$ cat config.mk
export PLATFORM = sky130hd
export DESIGN_NAME = fbdb_blend
export DESIGN_NICKNAME = d
export VERILOG_FILES = /design/src/rtl/fbdb_pkg.sv /design/src/rtl/fbdb_blend.sv
export SDC_FILE = /design/constraint.sdc
export NUM_CORES = 1
export LEC_CHECK = 0
export BUFFER_PORTS_ARGS = -buffer_cell sky130_fd_sc_hd__clkbuf_2
export CORE_ASPECT_RATIO = 0.9
export CORE_MARGIN = 10
export CORE_UTILIZATION = 65
export CTS_CLUSTER_SIZE = 20
export DETAILED_ROUTE_END_ITERATION = 6
export GPL_TIMING_DRIVEN = 0
export PLACE_DENSITY = 0.9
export SLEW_MARGIN = 40
export SYNTH_ARGS = -nofsm -noshare
export SYNTH_HDL_FRONTEND = slang
export SYNTH_SLANG_ARGS = --single-unit
$ cat constraint.sdc
create_clock -name clk -period 11.9 [get_ports clk]
set_input_delay 2.38 -clock clk [delete_from_list [all_inputs] [get_ports clk]]
set_output_delay 2.38 -clock clk [all_outputs]
set_load 0.1 [all_outputs]
$ cat src/rtl/fbdb_pkg.sv
// ----------------------------------------------------------------------------
// fbdb_pkg
// Shared constants, operation codes and color helper functions for the
// RGB565 frame store with fill, pixel write, blended write and readout.
// ----------------------------------------------------------------------------
`default_nettype none

package fbdb_pkg;

  // default frame geometry
  localparam int DEF_FRAME_WIDTH  = 128;
  localparam int DEF_FRAME_HEIGHT = 160;

  // drawing operation codes
  localparam logic [1:0] OP_FILL  = 2'd0;
  localparam logic [1:0] OP_PIXEL = 2'd1;
  localparam logic [1:0] OP_BLEND = 2'd2;
  localparam logic [1:0] OP_READ  = 2'd3;

  // alpha value that means an opaque write
  localparam logic [7:0] ALPHA_OPAQUE = 8'hFF;

  // lane form 00000gggggg00000rrrrr000000bbbbb
  localparam logic [31:0] LANE_MASK = 32'h07E0_F81F;

  // exchange the two bytes of a word
  function automatic logic [15:0] swap16(input logic [15:0] v);
    swap16 = {v[7:0], v[15:8]};
  endfunction

  // spread an RGB565 color into the green-red-blue lane form
  function automatic logic [31:0] spread(input logic [15:0] c);
    spread = {c, c} & LANE_MASK;
  endfunction

endpackage

`default_nettype wire

$ cat src/rtl/fbdb_blend.sv
// ----------------------------------------------------------------------------
// fbdb_blend
// Alpha blend unit: spreads stored and new color into lane form, registers
// the weighted difference, then adds, folds and byte-swaps the result.
// ----------------------------------------------------------------------------
`default_nettype none

module fbdb_blend
  import fbdb_pkg::*;
(
  input  wire logic        clk,
  input  wire logic        load,
  input  wire logic [15:0] stored,
  input  wire logic [15:0] colour,
  input  wire logic [7:0]  alpha,
  output logic      [15:0] result
);

  logic [31:0] bg;
  logic [31:0] fg;
  logic [31:0] diff;
  logic [5:0]  weight;
  logic [8:0]  alpha_rnd;
  logic [31:0] prod;
  logic [31:0] bg_q;
  logic [31:0] prod_q;
  logic [31:0] sum;
  logic [31:0] folded;

  // lane spread and weighted difference, weight out of 32
  always_comb begin
    bg        = spread(swap16(stored));
    fg        = spread(colour);
    alpha_rnd = {1'b0, alpha} + 9'd4;
    weight    = alpha_rnd[8:3];
    diff      = fg - bg;
    prod      = diff * {26'd0, weight};
  end

  // product register
  always_ff @(posedge clk) begin
    if (load) begin
      bg_q   <= bg;
      prod_q <= prod;
    end
  end

  // add back, fold lanes, return to stored byte order
  always_comb begin
    sum    = bg_q + ((prod_q >> 5) & LANE_MASK);
    folded = sum | (sum >> 16);
    result = swap16(folded[15:0]);
  end

endmodule

`default_nettype wire
==> results.md, run 1 <==
Placement:
- At the end of routability-driven placement, the weighted congestion stood at 0.953.
- Detailed placement finished with a half-perimeter wire length of 13,400 µm.
- In this run the tool buffered the top-level ports with 55 buffer cells.

Finish:
- The library cell used most frequently in the layout, excluding fill and tap cells, is sky130_fd_sc_hd__inv_1.
- Of the cells placed in the final design, the portion with a size suffix greater than 1 is 9.47%.
- The share of the core filled with cells in the final layout is 72.5%.
- The synthesis-to-finish area growth is 8.72%.
- In the layout the commonest cells are sky130_fd_sc_hd__inv_1, sky130_fd_sc_hd__nor2_1, sky130_fd_sc_hd__fa_1.
- The number of antenna diodes in the final layout is 0.
- The final layout net count is 1,052.

STA:
- The worst path uses 74.6% of the clock period.
- The accumulated negative setup slack is 0 ns.
- Setup repair after global routing left no endpoint under its margin.
- The worst pin sits at a relative slew slack of 42.2%.
- The number of slew-limit violations in the final report came to 0.
- Timing would allow up to 113 MHz.
- Setup violations remaining at the end of the flow were counted as 0.
- The shortest clock period the worst path allows after layout is 8.88 ns.
- At the pin with the least slew margin, the transition time is 0.864 ns.
- The hold violation total from the final report is 0.

Setup path:
- At the worst endpoint, the required time is 11.90 ns.
- The type of the setup path with the least slack is input port to flop.
- The capture point of the critical path is prod_q[31]$_DFFE_PP_.
- STA classifies the critical path endpoint as a flop.
- The kind of launch point of the worst setup path is an input port.
- For the worst setup path, the data arrival time is 8.88 ns.
- The startpoint of the most critical setup path is stored[10].
- In this run the worst path has a maximum fanout of 7.

Synth:
- The netlist area before placement is 0.00686 mm².
- Yosys mapped a number of flops with a built-in enable equal to 32.
- The commonest register cell after synthesis is sky130_fd_sc_hd__edfxtp_1.
- For this run, the register share of the synthesized area comes to 14.0%.
- Synthesis handed over a netlist of 771 instances.
- Sorting the synthesized cells by area gives the leading types as sky130_fd_sc_hd__fa_1, sky130_fd_sc_hd__edfxtp_1, sky130_fd_sc_hd__ha_1.
- sky130_fd_sc_hd__fa_1 takes more of the synthesized area than any other cell.
- When the netlist entered floorplanning its net count stood at 990.
- For this run, the number of Yosys warnings is 0.
- The count of state elements after synthesis is 32.
- Yosys mapped the design onto 48 distinct sky130hd cell types.
- The fraction of synthesized cell area taken by the top area cell type is 32.7%.
- Of all flip-flops after synthesis, the portion carrying an async set or reset was 0%.
- A synthesized cell averages 8.90 µm².

Floorplan:
- In this run the vertical extent of the chip is 117 µm.
- For this configuration, the core starts out at a cell density of 66.7%.
- The floorplan has 35 rows.
- The die area is 0.0151 mm².
- The floorplan core area is 0.0103 mm².
- The number of I/O pins is 58.
- The floorplan step set the die width to 128 µm.

Global route:
- The first-pass GRT wire length is 27,900 µm.
- The number of global-route vias before repair was 5,910.
- The global-route congestion overflow total is 0.
- Entering global routing, the biggest net connects 33 pins.
- The initial antenna violation count is 0.
- The aggregate global-route resource usage is 22.1%.

Route:
- In the final routed layout, each cell accounts on average for 16.7 µm.
- The detailed router finished its first iteration with 532 violations.
- The residual DRC count is 0.
- Across all layers, the routed design uses 5,452 vias.
- After detailed routing, the number of vias per cell comes to 5.66.
- The final antenna-violating net count is 0.
- The detailed-route wire length is 16,000 µm.
- The number of search-and-repair iterations in the first detailed-routing pass is 7.

Clocking:
- The CTS buffer count is 5.
- The clock root buffer is sky130_fd_sc_hd__clkbuf_16.
- Buffers inserted to repair hold after CTS numbered 0.
- The number of gates given a new drive strength after cts is 0.
- The maximum number of buffers from clock root to sink is 2.
- The CTS clock-pin slew for the worst setup and hold paths is 0.05 ns.
- The number of sinks on the clock net is 32.
- TritonCTS built the clock tree.
- The H-tree depth is 2.
- The number of post-CTS setup repair buffers is 0.

Status:
- The run finished with clean final reports.

Hold path:
- The min-delay analysis places its worst path in the category input port to flop.

Run:
- The tool flagged a number of max-cap violations equal to 0.
registers in the layout, indices dropped and copies added, names as in the netlist:
name / flops
bg_q: 16
prod_q: 16
cell families after synthesis:
logic type,after synthesis,synth area share [%]
XOR/XNOR,49,6.56
adder cells (fa/ha/maj),177,44.5
buffers and inverters,190,10.4
AO/OA/AOI/OAI,90,9.17
AND/OR/NAND/NOR,233,15.3
flip-flops,32,14.0
synth_stat cells (2+ instances only):
library cell and count:
sky130_fd_sc_hd__inv_1 177, sky130_fd_sc_hd__fa_1 112, sky130_fd_sc_hd__nor2_1 112, sky130_fd_sc_hd__ha_1 65, sky130_fd_sc_hd__nand2_1 46, sky130_fd_sc_hd__xnor2_1 34, sky130_fd_sc_hd__edfxtp_1 32, sky130_fd_sc_hd__a21oi_1 25
sky130_fd_sc_hd__a21o_1 24, sky130_fd_sc_hd__and2_1 13, sky130_fd_sc_hd__nand2b_1 13, sky130_fd_sc_hd__xor2_1 13, sky130_fd_sc_hd__clkbuf_1 12, sky130_fd_sc_hd__o21ai_0 12, sky130_fd_sc_hd__nand3_1 11, sky130_fd_sc_hd__nor2b_1 9
sky130_fd_sc_hd__nor3_1 8, sky130_fd_sc_hd__or2_2 7, sky130_fd_sc_hd__o21a_1 5, sky130_fd_sc_hd__nand4_1 4, sky130_fd_sc_hd__a211oi_1 3, sky130_fd_sc_hd__or3_1 3, sky130_fd_sc_hd__a221oi_1 2, sky130_fd_sc_hd__a31oi_1 2
sky130_fd_sc_hd__and3_1 2, sky130_fd_sc_hd__o21bai_1 2, sky130_fd_sc_hd__o31ai_1 2
routing by layer:
layer / part of all wire [%] / GRT usage, % / vias up
met5: 0 / 0 / -
met4: 2.0 / 7.03 / 0
met3: 9.5 / 2.97 / 25
met2: 48 / 36.8 / 258
met1: 40 / 29.0 / 2656
li1: - / - / 2513
metrics by stage:
step | worst slack, ns | instance area (µm²) | cells | hold WS (ns)
5_1_grt | 2.63 | 7460 | 963 | 2.30
2_1_floorplan | 3.87 | 6860 | 771 | 2.48
3_5_place_dp | 2.87 | 7310 | 955 | 2.58
4_1_cts | 3.09 | 7440 | 963 | 2.30
6_report | 3.02 | 7460 | 963 | 2.30
3_3_place_gp | 2.91 | 7300 | 955 | 2.58
layout make-up:
class,count,area (µm²)
Inverter,177,664
Multi-Input combinational cell,549,5210
Sequential cell,32,961
Clock buffer,5,125
Tap cell,129,161
Clock inverter,3,13.8
Buffer,13,50.0
Timing Repair Buffer,55,275
Fill cell,721,2830
critical path: stages:
cell and delay (ns):
sky130_fd_sc_hd__clkbuf_2 0.09, sky130_fd_sc_hd__inv_1 0.04, sky130_fd_sc_hd__ha_1 0.35, sky130_fd_sc_hd__nor2b_1 0.17, sky130_fd_sc_hd__o21ai_1 0.18, sky130_fd_sc_hd__nand2b_1 0.13, sky130_fd_sc_hd__inv_1 0.09, sky130_fd_sc_hd__fa_1 0.35
sky130_fd_sc_hd__nor2_1 0.11, sky130_fd_sc_hd__or2_2 0.35, sky130_fd_sc_hd__a21o_1 0.20, sky130_fd_sc_hd__a221oi_1 0.30, sky130_fd_sc_hd__xor2_1 0.49, sky130_fd_sc_hd__nor2_1 0.11, sky130_fd_sc_hd__fa_1 0.47, sky130_fd_sc_hd__fa_1 0.51
sky130_fd_sc_hd__inv_1 0.06, sky130_fd_sc_hd__fa_1 0.54, sky130_fd_sc_hd__inv_1 0.04, sky130_fd_sc_hd__ha_1 0.30, sky130_fd_sc_hd__a21o_1 0.18, sky130_fd_sc_hd__a21oi_1 0.18, sky130_fd_sc_hd__o21ai_0 0.19, sky130_fd_sc_hd__nor2_1 0.27
sky130_fd_sc_hd__a21oi_4 0.11, sky130_fd_sc_hd__a211oi_1 0.30, sky130_fd_sc_hd__xnor3_1 0.40
worst min-delay path by stage:
stage	startpoint	end	depth (start not counted)
6_report	stored[6]	bg_q[14]$_DFFE_PP_	1
5_1_grt	stored[11]	bg_q[3]$_DFFE_PP_	1
4_1_cts	stored[6]	bg_q[14]$_DFFE_PP_	1
3_5_place_dp	stored[10]	bg_q[2]$_DFFE_PP_	1
3_3_place_gp	stored[11]	bg_q[3]$_DFFE_PP_	1
2_1_floorplan	stored[8]	bg_q[0]$_DFFE_PP_	0
Power of run 1 is not shown: default switching activity piles up to over one toggle a cycle in this logic, so the estimate is an artifact.
==> inputs of run 2 (changes only) <==
ABC_AREA = 1   (was unset)
CORE_UTILIZATION = 57   (was 65)
PLACE_DENSITY = 0.83   (was 0.9)
clock period = 8 ns   (was 11.9 ns; I/O delays follow)
==> results.md, run 2 <==
Clocking:
- The CTS buffer count is 5 (unchanged).
- The maximum number of buffers from clock root to sink was 2 (unchanged).
- The TritonCTS clock tree is yes (unchanged).
- The number of sinks on the clock net is 32 (unchanged).
- The number of post-CTS setup repair buffers came to 0 (unchanged).
- The number of gates given a new drive strength after cts is 0 (unchanged).
- The quantity of hold-fixing buffers added after cts is 0 (unchanged).
- The clock root buffer is sky130_fd_sc_hd__clkbuf_16 (unchanged).
- The H-tree depth is 2 (unchanged).
- The CTS clock-pin slew for the worst setup and hold paths is 0.05 ns (about the same).

Placement:
- The weighted congestion at the end of routability-driven global placement was 0.938 (was 0.953).
- The total of buffers placed on input and output ports is 55 (unchanged).
- The detailed placer's ending HPWL was 15,400 µm (was 13,400 µm).

STA:
- The number of slew-limit violations in the final report is 0 (unchanged).
- Static timing analysis puts the maximum clock frequency at 133 MHz.
- The post-route clock period utilization is 93.9%.
- The relative max-transition margin came to 51.4% (was 42.2%).
- The accumulated negative setup slack came to 0 ns (unchanged).
- The worst-margin pin slew came to 0.729 ns (was 0.864 ns).
- The hold violation total from the final report is 0 (unchanged).
- Unrepaired setup endpoints after global routing: no (unchanged).
- The shortest clock period the worst path allows after layout is 7.52 ns.
- The number of setup violations in the final report is 0 (unchanged).

Global route:
- The aggregate global-route resource usage was 20.2% (was 22.1%).
- The number of global-route vias before repair is 6,472 (was 5,910).
- The global-route congestion overflow total is 0 (unchanged).
- The first-pass GRT wire length is 30,600 µm (was 27,900 µm).
- The maximum number of pins on one net before global-route repair is 33 (unchanged).
- The initial antenna violation count came to 0 (unchanged).

Finish:
- The final-layout fill cell count is 1,061 (was 721).
- Registers with the most flip-flops: bg_q (16), prod_q (16) (unchanged).
- The final layout net count was 1,267 (was 1,052).
- The ratio of cells with drive above 1 in the final layout was 9.91% (was 9.47%).
- Most frequent cells in the layout: sky130_fd_sc_hd__inv_1, sky130_fd_sc_hd__nand2_1, sky130_fd_sc_hd__nor2_1 (was sky130_fd_sc_hd__inv_1, sky130_fd_sc_hd__nor2_1, sky130_fd_sc_hd__fa_1).
- The most common cell after layout, fill and taps aside is sky130_fd_sc_hd__inv_1 (unchanged).
- The synthesis-to-finish area growth is 8.18% (was 8.72%).
- The number of antenna diodes was 0 (unchanged).

Route:
- The number of search-and-repair iterations in the first detailed-routing pass was 5 (was 7).
- The average via count per standard cell is 5.24 (was 5.66).
- The via total after detailed routing is 6,354 (was 5,452).
- The routed length per placed instance is 14.7 µm (was 16.7 µm).
- The final antenna-violating net count is 0 (unchanged).
- The residual DRC count is 0 (unchanged).
- The detailed-route wire length was 17,800 µm (was 16,000 µm).
- The detailed router's first-iteration violation count is 491 (was 532).

Setup path:
- The kind of launch point of the worst setup path is an input port (unchanged).
- The number of buffer and inverter stages on the critical path is 9 (was 5).
- The most numerous cell type found on the critical path is sky130_fd_sc_hd__inv_1.
- The largest delay contributor family on the critical path is adder cells (unchanged).
- The maximum fanout count along the critical path came to 6 (was 7).
- The type of the setup path with the least slack is input port to flop (unchanged).
- The worst endpoint data arrival time is 7.54 ns (was 8.88 ns).
- The standard cell with the maximum stage delay on the critical path is sky130_fd_sc_hd__fa_1 (unchanged).
- The endpoint type of the worst setup path is a flop (unchanged).
- The peak per-stage delay on the critical path is 0.52 ns (was 0.54 ns).
- The data required time of the critical path is 8.03 ns (was 11.90 ns).

Floorplan:
- The horizontal die dimension is 142 µm (was 128 µm).
- The height of the chip is 129 µm (was 117 µm).
- The initial cell density of the core is 59.0% (was 66.7%).
- The floorplan core area came to 0.0128 mm² (was 0.0103 mm²).
- The standard-cell row count was 39 (was 35).
- The number of I/O pins is 58 (unchanged).
- The die area is 0.0183 mm² (was 0.0151 mm²).

Status:
- Result of the run: completed (unchanged).

Synth:
- The number of distinct library cells after synthesis was 50 (was 48).
- Main area contributors after synthesis: sky130_fd_sc_hd__fa_1, sky130_fd_sc_hd__inv_1, sky130_fd_sc_hd__edfxtp_1 (was sky130_fd_sc_hd__fa_1, sky130_fd_sc_hd__edfxtp_1, sky130_fd_sc_hd__ha_1).
- The count of mapped cells out of synthesis is 986 (was 771).
- The number of flops mapped to enable cells by yosys is 32 (unchanged).
- The netlist area before placement came to 0.00757 mm² (was 0.00686 mm²).
- The fraction of synthesized cell area taken by the top area cell type is 29.6% (was 32.7%).
- The commonest register cell after synthesis is sky130_fd_sc_hd__edfxtp_1 (unchanged).
- The most numerous cell in the Yosys netlist is sky130_fd_sc_hd__inv_1 (unchanged).
- The cell taking the most area after synthesis was sky130_fd_sc_hd__fa_1 (unchanged).
- The net count of the mapped netlist was 1,205 (was 990).
- Most common library cells after synthesis: sky130_fd_sc_hd__inv_1, sky130_fd_sc_hd__nand2_1, sky130_fd_sc_hd__nor2_1 (was sky130_fd_sc_hd__inv_1, sky130_fd_sc_hd__fa_1, sky130_fd_sc_hd__nor2_1).
- The portion of the post-synthesis area used by sequential elements came to 12.7% (was 14.0%).
- The number of warnings issued by yosys is 0 (unchanged).
- The count of state elements after synthesis was 32 (unchanged).
- The async set-or-reset flop fraction in the synthesized netlist is 0% (unchanged).
- The mean area per synthesized cell is 7.68 µm² (was 8.90 µm²).

Run:
- The number of maximum-capacitance violations is 0 (unchanged).

Hold path:
- The classification of the worst-slack hold path is input port to flop (unchanged).
## run 2: changes by cell type in the layout (fill, tap and decap cells not counted), sizes merged, moves of 11 or more
cell and delta:
nand2b -13, inv +85, a21o -19, nand3 +14, xnor2 -21, and2 -13, nand2 +118, nor2 +47
a21oi +15, o21ai +11
## run 2: area by class of cell
| type | count | area, µm² | share of cell area, % |
|---|---|---|---|
| Buffer | 11 | 45.0 | 0.550 |
| Clock inverter | 3 | 13.8 | 0.168 |
| Tap cell | 164 | 205 | 2.50 |
| Sequential cell | 32 | 961 | 11.7 |
| Timing Repair Buffer | 55 | 275 | 3.36 |
| Multi-Input combinational cell | 678 | 5570 | 67.9 |
| Inverter | 265 | 1000 | 12.2 |
| Clock buffer | 5 | 125 | 1.53 |
## run 2: kinds of logic after synthesis
logic type               Yosys count  synth area share, %
AO/OA/AOI/OAI                     92                 7.86
XOR/XNOR                          36                 4.46
adder cells (fa/ha/maj)          177                 40.3
flip-flops                        32                 12.7
buffers and inverters            276                 13.8
AND/OR/NAND/NOR                  373                 20.8
## run 2: final timing paths
check             slack [ns]                   end  depth (start not counted)      start
hold / removal          1.52    bg_q[25]$_DFFE_PP_                          1  stored[1]
setup / recovery        0.48  prod_q[31]$_DFFE_PP_                         30  stored[8]
## run 2: stage by stage
step                util (%)  instances  worst slack (ns)  instance area, µm²  hold slack (ns)
floorplan                  -        986              1.16                7570             1.70
global placement        62.8       1205             0.279                8050             1.80
detailed placement      62.8       1205             0.292                8050             1.80
CTS                     63.8       1213             0.569                8190             1.51
global route            63.8       1213            0.0546                8190             1.52
finish                  63.8       1213             0.485                8190             1.52
## run 2: layer usage
metal / vias up / global-route usage, % / share of wire, %
li1: 3088 / - / -
met1: 2959 / 28.2 / 44
met2: 285 / 32.1 / 44
met3: 22 / 3.54 / 11
met4: 0 / 4.98 / 1.4
met5: - / 0 / 0
Power of run 2 is left out for the same reason.
==> inputs of run 3 (changes only) <==
CORE_ASPECT_RATIO = 0.75   (was 0.9)
==> results.md, run 3 (synthesized netlist as in run 2, its figures left out) <==
Floorplan:
- The initial cell density of the core is 58.2% (was 59.0%).
- The number of I/O pins is 58 (unchanged).
- The standard-cell row count is 36 (was 39).
- The horizontal die dimension is 153 µm (was 142 µm).
- The die area is 0.0183 mm² (about the same).
- The floorplan core area was 0.0130 mm² (was 0.0128 mm²).
- The height of the chip is 120 µm (was 129 µm).

Setup path:
- The maximum fanout count along the critical path came to 6 (unchanged).
- The dominant cell type by count on the critical path is sky130_fd_sc_hd__inv_1 (unchanged).
- The number of buffer and inverter stages on the critical path came to 9 (unchanged).
- The standard cell with the maximum stage delay on the critical path is sky130_fd_sc_hd__fa_1 (unchanged).
- The kind of launch point of the worst setup path is an input port (unchanged).
- The peak per-stage delay on the critical path came to 0.53 ns (was 0.52 ns).
- The worst endpoint data arrival time is 7.62 ns (was 7.54 ns).
- The largest delay contributor family on the critical path is adder cells (unchanged).
- The type of the setup path with the least slack is input port to flop (unchanged).
- The data required time of the critical path came to 8.03 ns (about the same).
- The endpoint type of the worst setup path is a flop (unchanged).

Clocking:
- The TritonCTS clock tree is yes (unchanged).
- The H-tree depth is 2 (unchanged).
- The number of gates given a new drive strength after cts is 0 (unchanged).
- The CTS clock-pin slew for the worst setup and hold paths is 0.05 ns (about the same).
- The number of post-CTS setup repair buffers came to 0 (unchanged).
- The clock root buffer is sky130_fd_sc_hd__clkbuf_16 (unchanged).
- The maximum number of buffers from clock root to sink is 2 (unchanged).
- The quantity of hold-fixing buffers added after cts came to 0 (unchanged).
- The CTS buffer count was 5 (unchanged).
- The number of sinks on the clock net came to 32 (unchanged).

Placement:
- The post-place instance area is 0.00806 mm² (was 0.00805 mm²).
- The detailed placer's ending HPWL is 15,900 µm (was 15,400 µm).
- The weighted congestion at the end of routability-driven global placement is 0.966 (was 0.938).
- The total of buffers placed on input and output ports is 55 (unchanged).

Global route:
- The aggregate global-route resource usage was 20.7% (was 20.2%).
- The first-pass GRT wire length is 31,500 µm (was 30,600 µm).
- The global-route congestion overflow total came to 0 (unchanged).
- The maximum number of pins on one net before global-route repair is 33 (unchanged).
- The number of global-route vias before repair is 6,405 (was 6,472).
- The initial antenna violation count is 0 (unchanged).

Run:
- The number of maximum-capacitance violations is 0 (unchanged).

Finish:
- The final layout net count is 1,267 (unchanged).
- Most frequent cells in the layout: sky130_fd_sc_hd__inv_1, sky130_fd_sc_hd__nand2_1, sky130_fd_sc_hd__nor2_1 (unchanged).
- Registers with the most flip-flops: bg_q (16), prod_q (16) (unchanged).
- The ratio of cells with drive above 1 in the final layout is 9.91% (unchanged).
- The number of antenna diodes is 0 (unchanged).
- The most common cell after layout, fill and taps aside is sky130_fd_sc_hd__inv_1 (unchanged).
- The share of the core filled with cells in the final layout is 63.2% (was 63.8%).
- The synthesis-to-finish area growth is 8.62% (was 8.18%).
- The area of all placed cells without fillers is 0.00823 mm² (was 0.00819 mm²).

STA:
- The post-route clock period utilization is 94.8% (was 93.9%).
- The number of slew-limit violations in the final report is 0 (unchanged).
- The shortest clock period the worst path allows after layout is 7.59 ns (was 7.52 ns).
- The peak clock frequency supported by timing came to 132 MHz (was 133 MHz).
- The number of setup violations in the final report was 0 (unchanged).
- The worst-margin pin slew was 0.813 ns (was 0.729 ns).
- The hold violation total from the final report is 0 (unchanged).
- Unrepaired setup endpoints after global routing: no (unchanged).
- The accumulated negative setup slack came to 0 ns (unchanged).
- The relative max-transition margin is 45.4% (was 51.4%).

Hold path:
- The hold path startpoint is stored[2] (was stored[1]).
- The capture endpoint of the worst hold path is bg_q[26]$_DFFE_PP_ (was bg_q[25]$_DFFE_PP_).
- The worst hold path stage count is 1 (unchanged).
- The classification of the worst-slack hold path is input port to flop (unchanged).

Route:
- The detailed router's first-iteration violation count is 509 (was 491).
- The residual DRC count is 0 (unchanged).
- The final antenna-violating net count was 0 (unchanged).
- The via total after detailed routing came to 6,413 (was 6,354).
- The detailed-route wire length is 18,700 µm (was 17,800 µm).
- The routed length per placed instance is 15.3 µm (was 14.7 µm).
- The average via count per standard cell was 5.26 (was 5.24).
- The number of search-and-repair iterations in the first detailed-routing pass is 6 (was 5).

Status:
- Result of the run: completed (unchanged).
[run 3: cell count changes in the layout (fill, tap and decap cells not counted)]
cell                        change
sky130_fd_sc_hd__bufinv_16      +1
sky130_fd_sc_hd__clkbuf_1       +1
sky130_fd_sc_hd__clkinv_1       -1
sky130_fd_sc_hd__clkinv_2       -1
[run 3: layout make-up]
class,instances,area (µm²)
multi-input cells,678,5570
fillers,1134,4790
inverters,265,1000
flip-flops and latches,32,961
repair buffers,55,275
well taps,171,214
clock buffers,6,129
plain buffers,11,45.0
clock inverters,2,35.0
[run 3: worst max path at each step]
stage | start | to | slack [ns] | depth (start not counted)
2_1_floorplan | colour[0] | prod_q[31]$_DFFE_PP_ | 1.16 | 30
3_3_place_gp | stored[8] | prod_q[31]$_DFFE_PP_ | 0.22 | 30
3_5_place_dp | stored[8] | prod_q[31]$_DFFE_PP_ | 0.17 | 30
4_1_cts | stored[8] | prod_q[31]$_DFFE_PP_ | 0.47 | 30
5_1_grt | stored[11] | prod_q[31]$_DFFE_PP_ | 0.04 | 31
6_report | stored[11] | prod_q[31]$_DFFE_PP_ | 0.41 | 31
[run 3: metal layers]
layer,GRT usage [%],wire length (µm),part of all wire [%],vias up
met4,4.82,296,1.6,0
met3,5.21,2090,11,24
met5,0,0,0,-
li1,-,-,-,3088
met1,30.2,8740,47,3004
met2,30.2,7590,41,297
[run 3: stage by stage]
step / cells / hold WS (ns) / setup WS, ns
2_1_floorplan: 986 / 1.70 / 1.16
3_3_place_gp: 1212 / 1.79 / 0.221
3_5_place_dp: 1212 / 1.80 / 0.173
4_1_cts: 1220 / 1.52 / 0.471
5_1_grt: 1220 / 1.52 / 0.0375
6_report: 1220 / 1.52 / 0.413
Power of run 3 is left out for the same reason.
